==> config.mk <==
export PLATFORM = sky130hd
export DESIGN_NAME = pgs_presentation_object_stripper_core
export DESIGN_NICKNAME = d
export VERILOG_FILES = /design/src/hw/rtl/pos_pkg.sv /design/src/hw/rtl/pos_front.sv /design/src/hw/rtl/pos_queue.sv /design/src/hw/rtl/pos_back.sv /design/src/hw/rtl/pgs_presentation_object_stripper_core.sv
export VERILOG_INCLUDE_DIRS = /design/src /design/src/hw/rtl
export SDC_FILE = /design/constraint.sdc
export NUM_CORES = 1
export LEC_CHECK = 0
export BUFFER_PORTS_ARGS = -buffer_cell sky130_fd_sc_hd__buf_4
export CAP_MARGIN = 5
export CORE_ASPECT_RATIO = 1.4
export CORE_MARGIN = 3
export CORE_UTILIZATION = 40
export CTS_CLUSTER_SIZE = 20
export DETAILED_ROUTE_END_ITERATION = 6
export PLACE_DENSITY = 0.53
export SYNTH_ARGS = -nofsm -noshare
export SYNTH_HDL_FRONTEND = slang
export SYNTH_SLANG_ARGS = --single-unit
==> constraint.sdc <==
create_clock -name i_clk -period 7.5 [get_ports i_clk]
set_input_delay 0.75 -clock i_clk [delete_from_list [all_inputs] [get_ports i_clk]]
set_output_delay 0.75 -clock i_clk [all_outputs]
set_load 0.02 [all_outputs]
==> src/hw/rtl/assert_macros.svh <==
// Assertion macros shared by the stripper RTL modules.
// No dependencies; include by bare file name where assertions are written.
`ifndef ASSERT_MACROS_SVH
`define ASSERT_MACROS_SVH

// Clocked assertion, off while reset is held.
`define POS_ASSERT(lbl, clk, rst_n, prop) \
    lbl: assert property (@(posedge clk) disable iff (!rst_n) prop) \
        else $error("pos assertion failed");

// Clocked assertion, checked during reset too.
`define POS_ASSERT_ALWAYS(lbl, clk, prop) \
    lbl: assert property (@(posedge clk) prop) \
        else $error("pos assertion failed");

`endif

==> src/hw/rtl/pos_pkg.sv <==
// Package for the PGS presentation object stripper: constants and the queue entry type.
// No dependencies.
`timescale 1ns / 1ps

package pos_pkg;

    localparam int unsigned MAX_BUFFER_BYTES = 65536;
    // Largest bytes_after value the walk honors; larger values saturate.
    localparam int unsigned AvailMax =
        (MAX_BUFFER_BYTES - 1 > 65535) ? 65535 : MAX_BUFFER_BYTES - 1;

    localparam logic [7:0] SegPresentation = 8'h16;
    localparam logic [7:0] CropFlagMask    = 8'h80;
    localparam logic [3:0] FixedBytes      = 4'd10;
    localparam logic [3:0] ObjectBytes     = 4'd8;
    localparam logic [3:0] CropByteLeft    = 4'd5;
    localparam logic [3:0] CropExtraBytes  = 4'd8;
    localparam logic [7:0] StrippedLength  = 8'(FixedBytes) + 8'd1;

    localparam int unsigned QueueDepth = 4;
    localparam int unsigned QPtrW      = $clog2(QueueDepth);
    localparam int unsigned QCntW      = $clog2(QueueDepth + 1);

    // One queued request: one or two output bytes from a single input byte.
    typedef struct packed {
        logic [7:0] byte0;
        logic [7:0] byte1;
        logic       two;
        logic       valid0;
        logic       bend;
    } t_entry;

endpackage

==> src/hw/rtl/pos_front.sv <==
// Front end of the stripper: accepts input bytes, runs the segment walk, queues requests.
// Depends on pos_pkg.
`timescale 1ns / 1ps

module pos_front (
    input  logic            i_clk,
    input  logic            i_rst_n,
    input  logic            i_valid,
    output logic            o_ready,
    input  logic [7:0]      i_data_byte,
    input  logic [15:0]     i_bytes_after,
    input  logic            i_end_of_set,
    input  logic            i_queue_full,
    output logic            o_push,
    output pos_pkg::t_entry o_entry
);
    import pos_pkg::*;

    localparam logic [2:0] PhType  = 3'd0;
    localparam logic [2:0] PhLenHi = 3'd1;
    localparam logic [2:0] PhLenLo = 3'd2;
    localparam logic [2:0] PhSkip  = 3'd3;
    localparam logic [2:0] PhFixed = 3'd4;
    localparam logic [2:0] PhCount = 3'd5;
    localparam logic [2:0] PhObj   = 3'd6;
    localparam logic [2:0] PhPass  = 3'd7;

    logic [2:0]  r_phase, n_phase;
    logic        r_done, n_done;
    logic [7:0]  r_len_hi, n_len_hi;
    logic [15:0] r_skip, n_skip;
    logic [3:0]  r_fixed, n_fixed;
    logic [7:0]  r_objs, n_objs;
    logic [4:0]  r_obl, n_obl;
    logic        r_is_pres, n_is_pres;

    logic [15:0] avail;
    logic        bend;
    logic        accept;
    logic [1:0]  cnt;

    assign avail  = (i_bytes_after > 16'(AvailMax)) ? 16'(AvailMax) : i_bytes_after;
    assign bend   = (avail == 16'd0);
    assign o_ready = !i_queue_full;
    assign accept = i_valid && o_ready;
    assign o_push = accept && (cnt != 2'd0);

    always_comb begin
        logic [3:0]  v_r;
        logic        v_x;
        logic [7:0]  v_objs;
        logic [15:0] v_len;
        logic [15:0] v_skip;
        logic [3:0]  v_fixed;

        n_phase   = r_phase;
        n_done    = r_done;
        n_len_hi  = r_len_hi;
        n_skip    = r_skip;
        n_fixed   = r_fixed;
        n_objs    = r_objs;
        n_obl     = r_obl;
        n_is_pres = r_is_pres;
        cnt            = 2'd0;
        o_entry.byte0  = i_data_byte;
        o_entry.byte1  = i_data_byte;
        o_entry.two    = 1'b0;
        o_entry.valid0 = 1'b1;
        o_entry.bend   = bend;
        v_r     = r_obl[3:0];
        v_x     = r_obl[4];
        v_objs  = r_objs;
        v_len   = {r_len_hi, i_data_byte};
        v_skip  = r_skip - 16'd1;
        v_fixed = r_fixed + 4'd1;

        case (r_phase)
            PhType: begin
                cnt = 2'd1;
                if (r_done || avail < 16'd2) begin
                    n_phase = PhPass;
                end else begin
                    n_is_pres = (i_data_byte == SegPresentation);
                    n_phase   = PhLenHi;
                end
            end
            PhLenHi: begin
                // Hold the high length byte of a presentation segment.
                n_len_hi = i_data_byte;
                if (!r_is_pres || bend) begin
                    cnt = 2'd1;
                end
                n_phase = PhLenLo;
            end
            PhLenLo: begin
                if (r_is_pres && v_len <= avail) begin
                    cnt           = 2'd2;
                    o_entry.two   = 1'b1;
                    o_entry.byte0 = 8'h00;
                    o_entry.byte1 = StrippedLength;
                    n_done  = 1'b1;
                    n_fixed = 4'd0;
                    n_phase = PhFixed;
                end else begin
                    if (r_is_pres) begin
                        cnt           = 2'd2;
                        o_entry.two   = 1'b1;
                        o_entry.byte0 = r_len_hi;
                    end else begin
                        cnt = 2'd1;
                    end
                    n_skip  = v_len;
                    n_phase = (v_len == 16'd0) ? PhType : PhSkip;
                end
            end
            PhSkip: begin
                cnt    = 2'd1;
                n_skip = v_skip;
                if (v_skip == 16'd0) begin
                    n_phase = PhType;
                end
            end
            PhFixed: begin
                cnt     = 2'd1;
                n_fixed = v_fixed;
                if (v_fixed >= FixedBytes) begin
                    n_phase = PhCount;
                end
            end
            PhCount: begin
                // Zero the object count and, when it is nonzero, start dropping objects.
                cnt           = 2'd1;
                o_entry.byte0 = 8'h00;
                n_objs        = i_data_byte;
                n_obl         = {1'b0, ObjectBytes};
                n_phase       = (i_data_byte == 8'h00) ? PhPass : PhObj;
            end
            PhObj: begin
                if (!v_x && v_r == CropByteLeft) begin
                    v_x = 1'b1;
                    if ((i_data_byte & CropFlagMask) != 8'h00) begin
                        v_r = v_r + CropExtraBytes;
                    end
                end
                if (v_r != 4'd0) begin
                    v_r = v_r - 4'd1;
                end
                if (v_r == 4'd0) begin
                    v_objs = r_objs - 8'd1;
                    n_objs = v_objs;
                    if (v_objs == 8'd0) begin
                        n_phase = PhPass;
                        n_obl   = 5'd0;
                    end else begin
                        n_obl = {1'b0, ObjectBytes};
                    end
                end else begin
                    n_obl = {v_x, v_r};
                end
                if (bend) begin
                    cnt            = 2'd1;
                    o_entry.byte0  = 8'h00;
                    o_entry.valid0 = 1'b0;
                end
            end
            default: begin
                cnt = 2'd1;
            end
        endcase

        if (bend || i_end_of_set) begin
            n_phase   = PhType;
            n_len_hi  = 8'h00;
            n_skip    = 16'd0;
            n_fixed   = 4'd0;
            n_objs    = 8'h00;
            n_obl     = 5'd0;
            n_is_pres = 1'b0;
        end
        if (i_end_of_set) begin
            n_done = 1'b0;
        end
    end

    always_ff @(posedge i_clk) begin
        if (!i_rst_n) begin
            r_phase   <= PhType;
            r_done    <= 1'b0;
            r_len_hi  <= 8'h00;
            r_skip    <= 16'd0;
            r_fixed   <= 4'd0;
            r_objs    <= 8'h00;
            r_obl     <= 5'd0;
            r_is_pres <= 1'b0;
        end else if (accept) begin
            r_phase   <= n_phase;
            r_done    <= n_done;
            r_len_hi  <= n_len_hi;
            r_skip    <= n_skip;
            r_fixed   <= n_fixed;
            r_objs    <= n_objs;
            r_obl     <= n_obl;
            r_is_pres <= n_is_pres;
        end
    end

endmodule

==> src/hw/rtl/pos_queue.sv <==
// Request queue between the front and back ends of the stripper.
// Depends on pos_pkg and assert_macros.svh.
`timescale 1ns / 1ps
`include "assert_macros.svh"

module pos_queue (
    input  logic            i_clk,
    input  logic            i_rst_n,
    input  logic            i_push,
    input  pos_pkg::t_entry i_entry,
    input  logic            i_pop,
    output logic            o_full,
    output logic            o_nonempty,
    output pos_pkg::t_entry o_head
);
    import pos_pkg::*;

    t_entry           r_mem [QueueDepth];
    logic [QPtrW-1:0] r_wr, r_rd;
    logic [QCntW-1:0] r_count;

    assign o_full     = (r_count == QCntW'(QueueDepth));
    assign o_nonempty = (r_count != '0);
    assign o_head     = r_mem[r_rd];

    always_ff @(posedge i_clk) begin
        if (i_push) begin
            r_mem[r_wr] <= i_entry;
        end
    end

    always_ff @(posedge i_clk) begin
        if (!i_rst_n) begin
            r_wr    <= '0;
            r_rd    <= '0;
            r_count <= '0;
        end else begin
            if (i_push) begin
                r_wr <= r_wr + QPtrW'(1);
            end
            if (i_pop) begin
                r_rd <= r_rd + QPtrW'(1);
            end
            if (i_push && !i_pop) begin
                r_count <= r_count + QCntW'(1);
            end else if (i_pop && !i_push) begin
                r_count <= r_count - QCntW'(1);
            end
        end
    end

    `POS_ASSERT(a_no_overflow, i_clk, i_rst_n, i_push |-> !o_full)
    `POS_ASSERT(a_no_underflow, i_clk, i_rst_n, i_pop |-> o_nonempty)
    `POS_ASSERT(a_count_bound, i_clk, i_rst_n, r_count <= QCntW'(QueueDepth))

endmodule

==> src/hw/rtl/pos_back.sv <==
// Back end of the stripper: plays out each queued request as one or two result bytes.
// Depends on pos_pkg and assert_macros.svh.
`timescale 1ns / 1ps
`include "assert_macros.svh"

module pos_back (
    input  logic            i_clk,
    input  logic            i_rst_n,
    input  logic            i_nonempty,
    input  pos_pkg::t_entry i_head,
    output logic            o_pop,
    output logic            o_valid,
    input  logic            i_ready,
    output logic [7:0]      o_out_byte,
    output logic            o_byte_valid,
    output logic            o_buffer_end,
    output logic            o_run_last
);
    import pos_pkg::*;

    logic r_second;
    logic last;
    logic take;

    assign o_valid      = i_nonempty;
    assign last         = r_second || !i_head.two;
    assign take         = o_valid && i_ready;
    assign o_pop        = take && last;
    assign o_out_byte   = r_second ? i_head.byte1 : i_head.byte0;
    assign o_byte_valid = r_second ? 1'b1 : i_head.valid0;
    assign o_run_last   = last;
    assign o_buffer_end = last && i_head.bend;

    always_ff @(posedge i_clk) begin
        if (!i_rst_n) begin
            r_second <= 1'b0;
        end else if (take) begin
            r_second <= !last;
        end
    end

    `POS_ASSERT(a_second_needs_pair, i_clk, i_rst_n, r_second |-> (i_nonempty && i_head.two))
    `POS_ASSERT(a_second_holds, i_clk, i_rst_n, (r_second && !i_ready) |=> r_second)

endmodule

==> src/hw/rtl/pgs_presentation_object_stripper_core.sv <==
// A result byte is offered from the request queue, which registers each request the front pushes.
// Throughput: one input byte per cycle while the queue has room; a request of two result bytes
// always follows a held length byte that gives none, so one byte per cycle holds.
// The four-entry request queue sets how far the input runs ahead of a stalled output.
// Reset (synchronous, active low) restarts the segment walk and clears the rewrite-done mark.
// Depends on pos_pkg, pos_front, pos_queue, pos_back.
`timescale 1ns / 1ps

module pgs_presentation_object_stripper_core (
    input  logic        i_clk,
    input  logic        i_rst_n,
    // input request channel
    input  logic        i_valid,
    output logic        o_ready,
    input  logic [7:0]  i_data_byte,
    input  logic [15:0] i_bytes_after,
    input  logic        i_end_of_set,
    // result request channel
    output logic        o_valid,
    input  logic        i_ready,
    output logic [7:0]  o_out_byte,
    output logic        o_byte_valid,
    output logic        o_buffer_end,
    output logic        o_run_last
);
    import pos_pkg::*;

    t_entry push_entry;
    t_entry head_entry;
    logic   push;
    logic   pop;
    logic   queue_full;
    logic   queue_nonempty;

    // Front: accept one byte per cycle while the queue has room, walk segment headers, strip the first
    // fitting presentation segment of each display set, and queue what to emit.
    pos_front u_front (
        .i_clk        (i_clk),
        .i_rst_n      (i_rst_n),
        .i_valid      (i_valid),
        .o_ready      (o_ready),
        .i_data_byte  (i_data_byte),
        .i_bytes_after(i_bytes_after),
        .i_end_of_set (i_end_of_set),
        .i_queue_full (queue_full),
        .o_push       (push),
        .o_entry      (push_entry)
    );

    // Queue: decouple the walk from output stalls.
    pos_queue u_queue (
        .i_clk     (i_clk),
        .i_rst_n   (i_rst_n),
        .i_push    (push),
        .i_entry   (push_entry),
        .i_pop     (pop),
        .o_full    (queue_full),
        .o_nonempty(queue_nonempty),
        .o_head    (head_entry)
    );

    // Back: drain each request as one or two result bytes, flagging the last
    // one and the buffer close.
    pos_back u_back (
        .i_clk       (i_clk),
        .i_rst_n     (i_rst_n),
        .i_nonempty  (queue_nonempty),
        .i_head      (head_entry),
        .o_pop       (pop),
        .o_valid     (o_valid),
        .i_ready     (i_ready),
        .o_out_byte  (o_out_byte),
        .o_byte_valid(o_byte_valid),
        .o_buffer_end(o_buffer_end),
        .o_run_last  (o_run_last)
    );

endmodule

==> impl_results.md, run 1 <==
* Status: complete, no violations
* Post-synthesis area per instance at 10.5 um2
* Non-filler cells, final at 945
* Syn_nets at 723
* Routability Congestion at 0.869
* Clock sink count at 132
* Die area at 19000 um2
* All-Layer GR Usage at 19.8%
* Die span in x at 117 um
* Post-synth ARST share at 0%
* Post-route DRC violation count at 0
* Yosys Warn Count at 0
* H-tree depth at 4
* Routed len/inst at 19.2 um
* Synth area leaders: edfxtp_1, dfxtp_1, mux4_2
* Final Hold Vio Count at 0
* Crit end category: flip-flop
* Io pins at 42
* DP Cell Count at 913
* CTS Hold Bufs at 0
* Most crowded layer after global routing: met2
* Utilization after layout at 47.6%
* Synthesized area at 6940 um2
* Most frequent cell after synthesis: edfxtp_1
* PwrDens at 269 nW/um2
* Fmax at 296 MHz
* Worst hold path type: flip-flop to flip-flop
* Setup-failing EPs final at 0
* Tmin final at 3380 ps
* First-pass GRT wire length at 29.2 mm
* Setup Crit Path Kind: input pin to flip-flop
* Post-synth EDFFs at 76
* Critical Path Source Type: input pin
* Reg2reg end: u_queue.r_count[2]
* CTS tree: yes
* Leak pwr at 2.93 nW
* Crit path from: i_bytes_after[5]
* Distinct cells, synth at 65
* Area share of the largest cell type after synthesis at 32.9%
* Area growth syn-to-layout at 15.8%
* RSZ-0062 raised after global routing: no
* Max Cap Viol at 0
* CTS Root Cell: clkbuf_16
* Post-CTS Setup Bufs at 0
* TNS Setup at 0 ps
* Clock slew at reported path FFs at 60 ps
* Post_cts resized at 0
* Rel. slew slack at 28.1%
* Rows at 56
* Post-synth top cells: edfxtp_1, a21oi_1, nand2_1, dfxtp_1, nor2_1
* Vias per cell at 5.56
* Port Buf Inserts at 41
* Reg2Reg Depth at 10
* Required @ worst endpoint at 7840 ps
* Final worst-path cycle share at 45.0%
* Arrival @ worst endpoint at 3720 ps
* Number of global-route vias before repair at 5288
* Layout cells sized above 1 at 16.8%
* CP max FO at 7
* R2r startpoint: u_front.r_phase[0]
* Initial drt markers at 345
* R2R setup slack at 4420 ps
* Post-synth top area cell: edfxtp_1
* Peak VDD IR at 0.149 mV
* Crit path capture: u_queue.r_count[2]
* Clock Skew at 9.05 ps
* Largest net degree at the start of global routing at 33
* Met1 GRT Util at 23.8%
* Clock latency at the later pin of the worst-skew pair at 420 ps
* Yosys reg bits at 132
* CTS Buf Count at 17
* Detailed placement HPWL at 12.7 mm
* Initial antenna violation count at 0
* DRT Pass-1 Iters at 5
* Antenna Nets Post-Route at 0
* Vias at 5254
* Gr ovfl total at 0
* WL final at 18.2 mm
* Top_reg_cell synth: edfxtp_1
* Met3 usage at 3.97%
* Die Height at 162 um
* Fin nets at 759
* Starting density of the core at 41.1%
* Cells after Synth at 664
* Share of the yosys chip area belonging to registers at 49.0%
* CORE AREA at 16900 um2
* ANT cells at 0
* Max Slew Vio Count at 0
* Deepest clock path buffer count at 2
* Worst-Margin Slew at 1080 ps
* M2 GR Usage at 35.8%
[per-stage QoR]
step | total power [mW] | area [um2] | worst slack [ps] | hold WS [ps]
finish | 2.16 | 8040 | 4120 | 476
global route | 2.27 | 8040 | 3910 | 507
CTS | 2.20 | 8040 | 4140 | 478
detailed placement | 1.38 | 7470 | 3670 | 468
global placement | 1.37 | 7470 | 3740 | 465
floorplan | 1.21 | 6940 | 4410 | 439
[critical path: stages]
cell and delay [ps]:
buf_4 110, nor4_1 340, and4_1 370, and2_1 300, a21oi_1 70, nor2_1 420, ha_1 290, inv_1 60
fa_1 380, xor2_1 180, or3_1 310, a21oi_1 130
[layer usage]
layer	vias up	part of all wire, %
li1	2562	-
met1	2537	42
met2	140	53
met3	15	4.2
met4	0	1.0
met5	-	0
[sequential cells by signal, summed over array words and instances (netlist names), named ones only]
register,flops
u_front.r_fixed,4
u_front.r_is_pres,1
u_front.r_len_hi,8
u_front.r_done,1
u_queue.r_count,3
u_front.r_obl,5
u_queue.r_wr,2
u_front.r_skip,16
u_front.r_objs,8
u_front.r_phase,3
u_queue.r_mem,76
u_back.r_second,1
u_queue.r_rd,2
[placed cells by master, fill, tap and decap left out, drive strengths merged, types with 8 or more instances in the layout]
cell and instances:
nand3 24, nand2 58, nor3 18, clkbuf 18, nor4 14, mux2 9
xnor2 11, and2 13, dfxtp 56, a22o 8, a21oi 61, inv 41
o21ai 27, mux4 19, ha 29, nor2b 12, buf 45, edfxtp 76
nor2 55
[worst min path at each step]
stage                             from                  to  slack [ps]  cells past startpoint
floorplan             u_front.r_obl[4]    u_front.r_obl[4]         440                      2
global placement      u_front.r_obl[4]    u_front.r_obl[4]         460                      2
detailed placement    u_front.r_obl[4]    u_front.r_obl[4]         470                      2
CTS                   u_front.r_obl[4]    u_front.r_obl[4]         480                      2
global route        u_front.r_fixed[3]  u_front.r_fixed[3]         510                      1
finish                u_front.r_obl[4]    u_front.r_obl[4]         480                      2
[cell type report]
type                       count  area, um2
clock buffer                  18        429
clock inverter                14        143
fill                        1587       8850
inverter                      35        131
multi-input combinational    469       3300
sequential                   132       3400
tap                          232        290
timing repair buffer          45        338
[logic make-up (layout without fill, tap and decap cells)]
logic type               count (synthesis)  count (layout)  share of synthesized area [%]
multiplexers                            32              32                           8.20
flip-flops                             132             132                           49.0
buffers and inverters                   63             112                           3.44
adder cells (fa/ha/maj)                 30              30                           5.52
AO/OA/AOI/OAI                          159             159                           14.8
AND/OR/NAND/NOR                        230             230                           16.7
XOR/XNOR                                18              18                           2.27
[where the power goes]
part           internal (mW)  switching, mW
combinational          0.211          0.265
sequential             0.836         0.0432
clock                  0.465          0.339
total                   1.51          0.647
No activity file was read; power rests on OpenSTA's default activity.
==> inputs of run 2 (changes only) <==
==> constraint.sdc (replaced) <==
create_clock -name i_clk -period 3.4 [get_ports i_clk]
set_input_delay 0.34 -clock i_clk [delete_from_list [all_inputs] [get_ports i_clk]]
set_output_delay 0.34 -clock i_clk [all_outputs]
set_load 0.02 [all_outputs]
==> run 2 against run 1 <==
Net effect:
- largest cell class unchanged
- cell area is 2.3% higher
- utilization is 1.1 points higher
- clock power is 140% higher
- via count is 3.4% higher
- worst setup slack worse by 3600 ps
- sequential power is 120% higher
- first-iteration DRC count is 64% higher
==> impl_results.md, run 2 (synthesis results as in run 1) <==
* Clock sink count at 132
* DRT Pass-1 Iters at 6
* CP max FO at 9
* Fin nets at 779
* Io pins at 42
* Crit end category: flip-flop
* Die Height at 162 um
* ANT cells at 0
* Place WS at 353 ps
* CTS Hold Bufs at 0
* Layout cells sized above 1 at 18.8%
* Crit path cell chain: ha_1 > nand4_1 > nor4_1 > o21ai_0 > a31oi_1 > nor2_1 > or2_2
* Tmin final at 2910 ps
* H-tree depth at 4
* Setup Crit Path Kind: flip-flop to flip-flop
* Share of total power in the clock network at 38.7%
* Post_cts resized at 0
* Reg with most FFs: u_queue.r_mem
* R2R setup slack at 490 ps
* Initial drt markers at 567
* CTS Root Cell: clkbuf_16
* Area growth syn-to-layout at 18.4%
* Peak VDD IR at 0.277 mV
* Clock slew at reported path FFs at 60 ps
* Routability Congestion at 0.895
* Worst path slowest cell: a31oi_1
* Fmax at 344 MHz
* Die area at 19000 um2
* All-Layer GR Usage at 20.0%
* Status: complete, no violations
* CORE AREA at 16900 um2
* WL final at 18.4 mm
* Clock Skew at 12.9 ps
* Gr ovfl total at 0
* CTS tree: yes
* Top Registers: u_queue.r_mem: 76 flops, u_front.r_skip: 16 flops
* Post-route DRC violation count at 0
* Net Sw Frac at 28.8%
* Worst-Margin Slew at 790 ps
* Antenna Nets Post-Route at 0
* Final Hold Vio Count at 0
* Detailed placement HPWL at 13.1 mm
* Initial antenna violation count at 0
* PnR worst setup slack at 494 ps
* Commonest non-fill, non-tap cell in the layout: edfxtp_1
* First-pass GRT wire length at 29.7 mm
* Final worst-path cycle share at 85.5%
* Largest net degree at the start of global routing at 36
* Arrival @ worst endpoint at 3060 ps
* Clock latency at the later pin of the worst-skew pair at 430 ps
* Worst hold path type: input pin to flip-flop
* R2r startpoint: u_front.r_len_hi[7]
* Rel. slew slack at 47.3%
* Starting density of the core at 41.1%
* Largest register FFs at 76
* Crit path max-delay family: simple AND/OR/NAND/NOR gates
* Max Cap Viol at 0
* Most frequent cells in the layout: edfxtp_1, buf_4, a21oi_1
* Sequential Power Share at 39.0%
* Post-CTS Setup Bufs at 0
* Hold path startpoint: i_end_of_set
* Crit path from: u_front.r_len_hi[7]
* Setup-failing EPs final at 0
* Vias at 5433
* Required @ worst endpoint at 3560 ps
* Max Slew Vio Count at 0
* Area of the multi-input gates at 3300 um2
* Fillers at 1567
* PwrDens at 598 nW/um2
* CTS Buf Count at 17
* Vias per cell at 5.63
* Leak pwr at 3.05 nW
* RSZ-0062 raised after global routing: no
* Internal at 3.50 mW
* Routed len/inst at 19.1 um
* Combined flip-flop and latch cell area at 3400 um2
* TNS Setup at 0 ps
* Die span in x at 117 um
* Combinational share of power at 22.4%
* Number of global-route vias before repair at 5397
* Crit-path max cell delay at 530 ps
* Rows at 56
* Sw power at 1.42 mW
* Buf/Inv on CP at 0
* Port Buf Inserts at 41
* Deepest clock path buffer count at 2
* Critical Path Source Type: flip-flop
run 2: final timing paths:
check / endpoint / depth (start not counted)
hold / removal: u_front.r_done / 2
setup reg to reg: u_queue.r_mem[2][6] / 7
hold reg to reg: u_front.r_obl[4] / 2
setup / recovery: u_queue.r_mem[2][6] / 7
run 2: stage by stage:
| stage | utilization, % | instance area (um2) | instances | hold slack (ps) | total power [mW] |
|---|---|---|---|---|---|
| after CTS | 48.7 | 8220 | 965 | 121 | 4.98 |
| final | 48.7 | 8220 | 965 | 135 | 4.92 |
| after floorplan | - | 6940 | 664 | 437 | 2.67 |
| after detailed placement | 45.1 | 7620 | 933 | 459 | 3.07 |
| after global routing | 48.7 | 8220 | 965 | 133 | 5.14 |
| after global placement | 45.1 | 7620 | 933 | 460 | 3.05 |
run 2: power groups by stage:
stage          Clock [mW]  Sequential (mW)  Combinational [mW]
3_5_place_dp            0             1.95                1.12
5_1_grt              2.00             1.93                1.21
4_1_cts              1.94             1.92                1.12
2_1_floorplan           0             1.92               0.754
3_3_place_gp            0             1.94                1.11
6_report             1.90             1.92                1.10
run 2: area by class of cell:
cell class              count  share of cell area, %
clock inverters            13                   2.09
clock buffers              19                   5.27
inverters                  35                   1.60
multi-input cells         469                   40.2
well taps                 232                   3.53
repair buffers             65                   5.94
flip-flops and latches    132                   41.4
run 2: layer usage:
| metal | track usage, % | part of all wire, % | wire length, um | vias to the layer above |
|---|---|---|---|---|
| met5 | 0 | 0 | 0 | - |
| met3 | 4.01 | 5.3 | 984 | 34 |
| li1 | - | - | - | 2606 |
| met2 | 35.0 | 50 | 9250 | 176 |
| met1 | 24.6 | 42 | 7800 | 2617 |
| met4 | 7.20 | 2.1 | 384 | 0 |
==> inputs of run 3 (changes only) <==
--- a/config.mk
+++ b/config.mk
@@ -16,4 +16,5 @@
 export PLACE_DENSITY = 0.53
 export SYNTH_ARGS = -nofsm -noshare
 export SYNTH_HDL_FRONTEND = slang
+export SYNTH_HIERARCHICAL = 1
 export SYNTH_SLANG_ARGS = --single-unit
==> run 3 against run 2 <==
Net effect:
- die area increased by 3.5%
- global-route usage decreased by 0.38 points
- cell count increased by 0.41%
- count of clock-buffer cells in the layout decreased by 1
- total power decreased by 0.27%
- register-to-register slack got worse by 20 ps
- critical path type unchanged
==> impl_results.md, run 3 <==
* Status: complete, no violations
* Combinational share of power at 22.5%
* CORE AREA at 17500 um2
* Rel. slew slack at 44.6%
* Critical Path Source Type: flip-flop
* Peak VDD IR at 0.268 mV
* Detailed placement HPWL at 13.0 mm
* Die span in x at 119 um
* Area share of the largest cell type after synthesis at 31.7%
* Clock latency at the later pin of the worst-skew pair at 420 ps
* R2R setup slack at 480 ps
* Clock Skew at 8.17 ps
* Starting density of the core at 41.2%
* CTS Hold Bufs at 0
* Top Registers: u_queue/r_mem: 76 flops, u_front/r_skip: 16 flops
* Non-filler cells, final at 969
* WL final at 18.6 mm
* Routability Congestion at 0.852
* First-pass GRT wire length at 29.9 mm
* Leak pwr at 3.13 nW
* Cell Area, Placed at 7800 um2
* Top_reg_cell synth: edfxtp_1
* Vias at 5490
* Synth area leaders: edfxtp_1, dfxtp_1, ha_1
* Post-synth EDFFs at 76
* Post-CTS Setup Bufs at 0
* Area of the multi-input gates at 3490 um2
* Share of the yosys chip area belonging to registers at 47.3%
* Distinct cells, synth at 83
* Reg2reg end: u_front/r_skip[1]
* Buf/Inv on CP at 1
* Net Sw Frac at 28.5%
* CTS Root Cell: clkbuf_16
* TNS Setup at 0 ps
* Yosys Warn Count at 6
* Number of global-route vias before repair at 5521
* Post_cts resized at 0
* Cell depth of the worst setup path at 9
* DRT Pass-1 Iters at 5
* Setup Crit Path Kind: flip-flop to flip-flop
* Sequential Power Share at 39.3%
* Share of total power in the clock network at 38.1%
* Max Cap Viol at 0
* Worst path slowest cell: a21oi_2
* Crit path capture: u_front/r_skip[1]
* Most frequent cells in the layout: edfxtp_1, buf_4, dfxtp_1, a21oi_1, nor2_1
* Fillers at 1648
* Crit-path max cell delay at 630 ps
* Clock slew at reported path FFs at 60 ps
* ANT cells at 0
* Initial antenna violation count at 1
* Multiplexer share of the synthesized area at 8.64%
* Cells after Synth at 667
* Largest net degree at the start of global routing at 31
* Crit path max-delay family: compound AO/OA/AOI/OAI gates
* Setup-failing EPs final at 0
* Worst hold path type: input pin to flip-flop
* Largest register FFs at 76
* Adder-cell share of the synthesized area at 5.32%
* Fin nets at 779
* Yosys reg bits at 132
* H-tree depth at 4
* Required @ worst endpoint at 3690 ps
* DP Cell Count at 937
* WHS Path Cells at 2
* Post-synthesis area per instance at 10.8 um2
* Port Buf Inserts at 41
* Rows at 57
* Crit path cell chain: ha_1 > a21oi_1 > a21boi_0 > or3_1 > a211o_2 > a21oi_2 > buf_4 > or3_1 > a21oi_1
* Gr ovfl total at 0
* Reg with most FFs: u_queue/r_mem
* Antenna Nets Post-Route at 0
* Max Slew Vio Count at 0
* Combined flip-flop and latch cell area at 3400 um2
* Final worst-path cycle share at 86.0%
* Clock sink count at 132
* CTS tree: yes
* Synth Area in Compound Gates at 13.4%
* RSZ-0062 raised after global routing: no
* Area growth syn-to-layout at 16.8%
* Internal at 3.51 mW
* Routed len/inst at 19.2 um
* Die Height at 165 um
* Reg2Reg Depth at 9
* Post-synth top cells: edfxtp_1, a21oi_1, dfxtp_1, nor2_1, nand2_1
* Arrival @ worst endpoint at 3210 ps
* Sw power at 1.40 mW
* CTS Buf Count at 17
* CP max FO at 16
* Post-synth top area cell: edfxtp_1
* Tmin final at 2920 ps
* Commonest non-fill, non-tap cell in the layout: edfxtp_1
* Worst-Margin Slew at 831 ps
* Dominant combinational cell family by area after synthesis: simple AND/OR/NAND/NOR gates
* Vias per cell at 5.67
* Initial drt markers at 362
* Layout cells sized above 1 at 18.7%
* Die area at 19700 um2
* PwrDens at 583 nW/um2
* Crit path from: u_front/r_len_hi[6]
* Fmax at 342 MHz
* Deepest clock path buffer count at 2
* Syn_nets at 726
* R2r startpoint: u_front/r_len_hi[6]
* Most frequent cell after synthesis: edfxtp_1
* Crit end category: flip-flop
* Post-route DRC violation count at 0
* Post-synth ARST share at 0%
* Synthesized area at 7200 um2
* Post-synthesis simple-gate area fraction at 18.6%
* Synth Area in XOR/XNOR at 2.56%
* All-Layer GR Usage at 19.6%
* Final Hold Vio Count at 0
* Cell area after layout at 8410 um2
* Io pins at 42
## run 3: cell types whose count changed in the layout (fill, tap and decap cells not counted), moves of 6 or more
| cell | before | now |
|---|---|---|
| mux4_1 | 0 | 9 |
| xor2_1 | 7 | 13 |
| mux4_2 | 19 | 10 |
| a22oi_1 | 0 | 6 |
| a2bb2oi_1 | 7 | 0 |
| nand2_1 | 58 | 49 |
| o21ai_0 | 26 | 15 |
| or3_1 | 4 | 10 |
## run 3: cell families (layout without fill, tap and decap cells)
kind of cell             Yosys count  count (layout)
XOR/XNOR                          21              21
adder cells (fa/ha/maj)           30              30
AND/OR/NAND/NOR                  241             241
flip-flops                       132             132
multiplexers                      34              34
AO/OA/AOI/OAI                    145             145
buffers and inverters             64             130
## run 3: per-stage QoR
step / hold slack [ps] / setup WS (ps) / util (%) / total power [mW]
2_1_floorplan: 428 / 770 / - / 2.74
3_3_place_gp: 440 / 470 / 44.7 / 3.07
3_5_place_dp: 450 / 341 / 44.7 / 3.08
4_1_cts: 107 / 500 / 48.1 / 4.96
5_1_grt: 113 / 313 / 48.1 / 5.15
6_report: 123 / 476 / 48.1 / 4.90
## run 3: final cells by class
type                            instances  share of cell area [%]
Clock buffer                           18                    5.10
Clock inverter                         14                    2.08
Inverter                               31                    1.38
Multi-Input combinational cell        471                    41.5
Sequential cell                       132                    40.5
Tap cell                              236                    3.51
Timing Repair Buffer                   67                    5.98
## run 3: per-layer routing
layer	vias up	GRT usage (%)	part of all wire, %
met4	2	6.41	1.8
met5	-	0	0.059
met1	2695	23.7	42
li1	2637	-	-
met3	22	4.80	5.1
met2	134	34.4	51
## run 3: power groups by stage
stage / sequential [mW] / combinational (mW) / clock (mW)
6_report: 1.93 / 1.11 / 1.87
5_1_grt: 1.94 / 1.22 / 1.98
4_1_cts: 1.93 / 1.13 / 1.91
3_5_place_dp: 1.97 / 1.12 / 0
3_3_place_gp: 1.96 / 1.11 / 0
2_1_floorplan: 1.92 / 0.812 / 0
## run 3: worst min-delay path by stage
stage | end | start | slack [ps]
final | u_front/r_done | i_end_of_set | 120
after global routing | u_front/r_done | i_end_of_set | 110
after CTS | u_front/r_done | i_end_of_set | 110
after detailed placement | u_front/r_obl[4] | u_front/r_obl[4] | 450
after global placement | u_front/r_obl[4] | u_front/r_obl[4] | 440
after floorplan | u_front/r_obl[4] | u_front/r_obl[4] | 430
## run 3: worst reg2reg max path: cells and delay by family (launching register included)
kind                       cells  cell delay [ps]
AOI/OAI and AO/OA              5             1250
and+or+nand+nor                2              500
DFF                            1              450
adders and majority gates      1              310
buffers and inverters          1              280
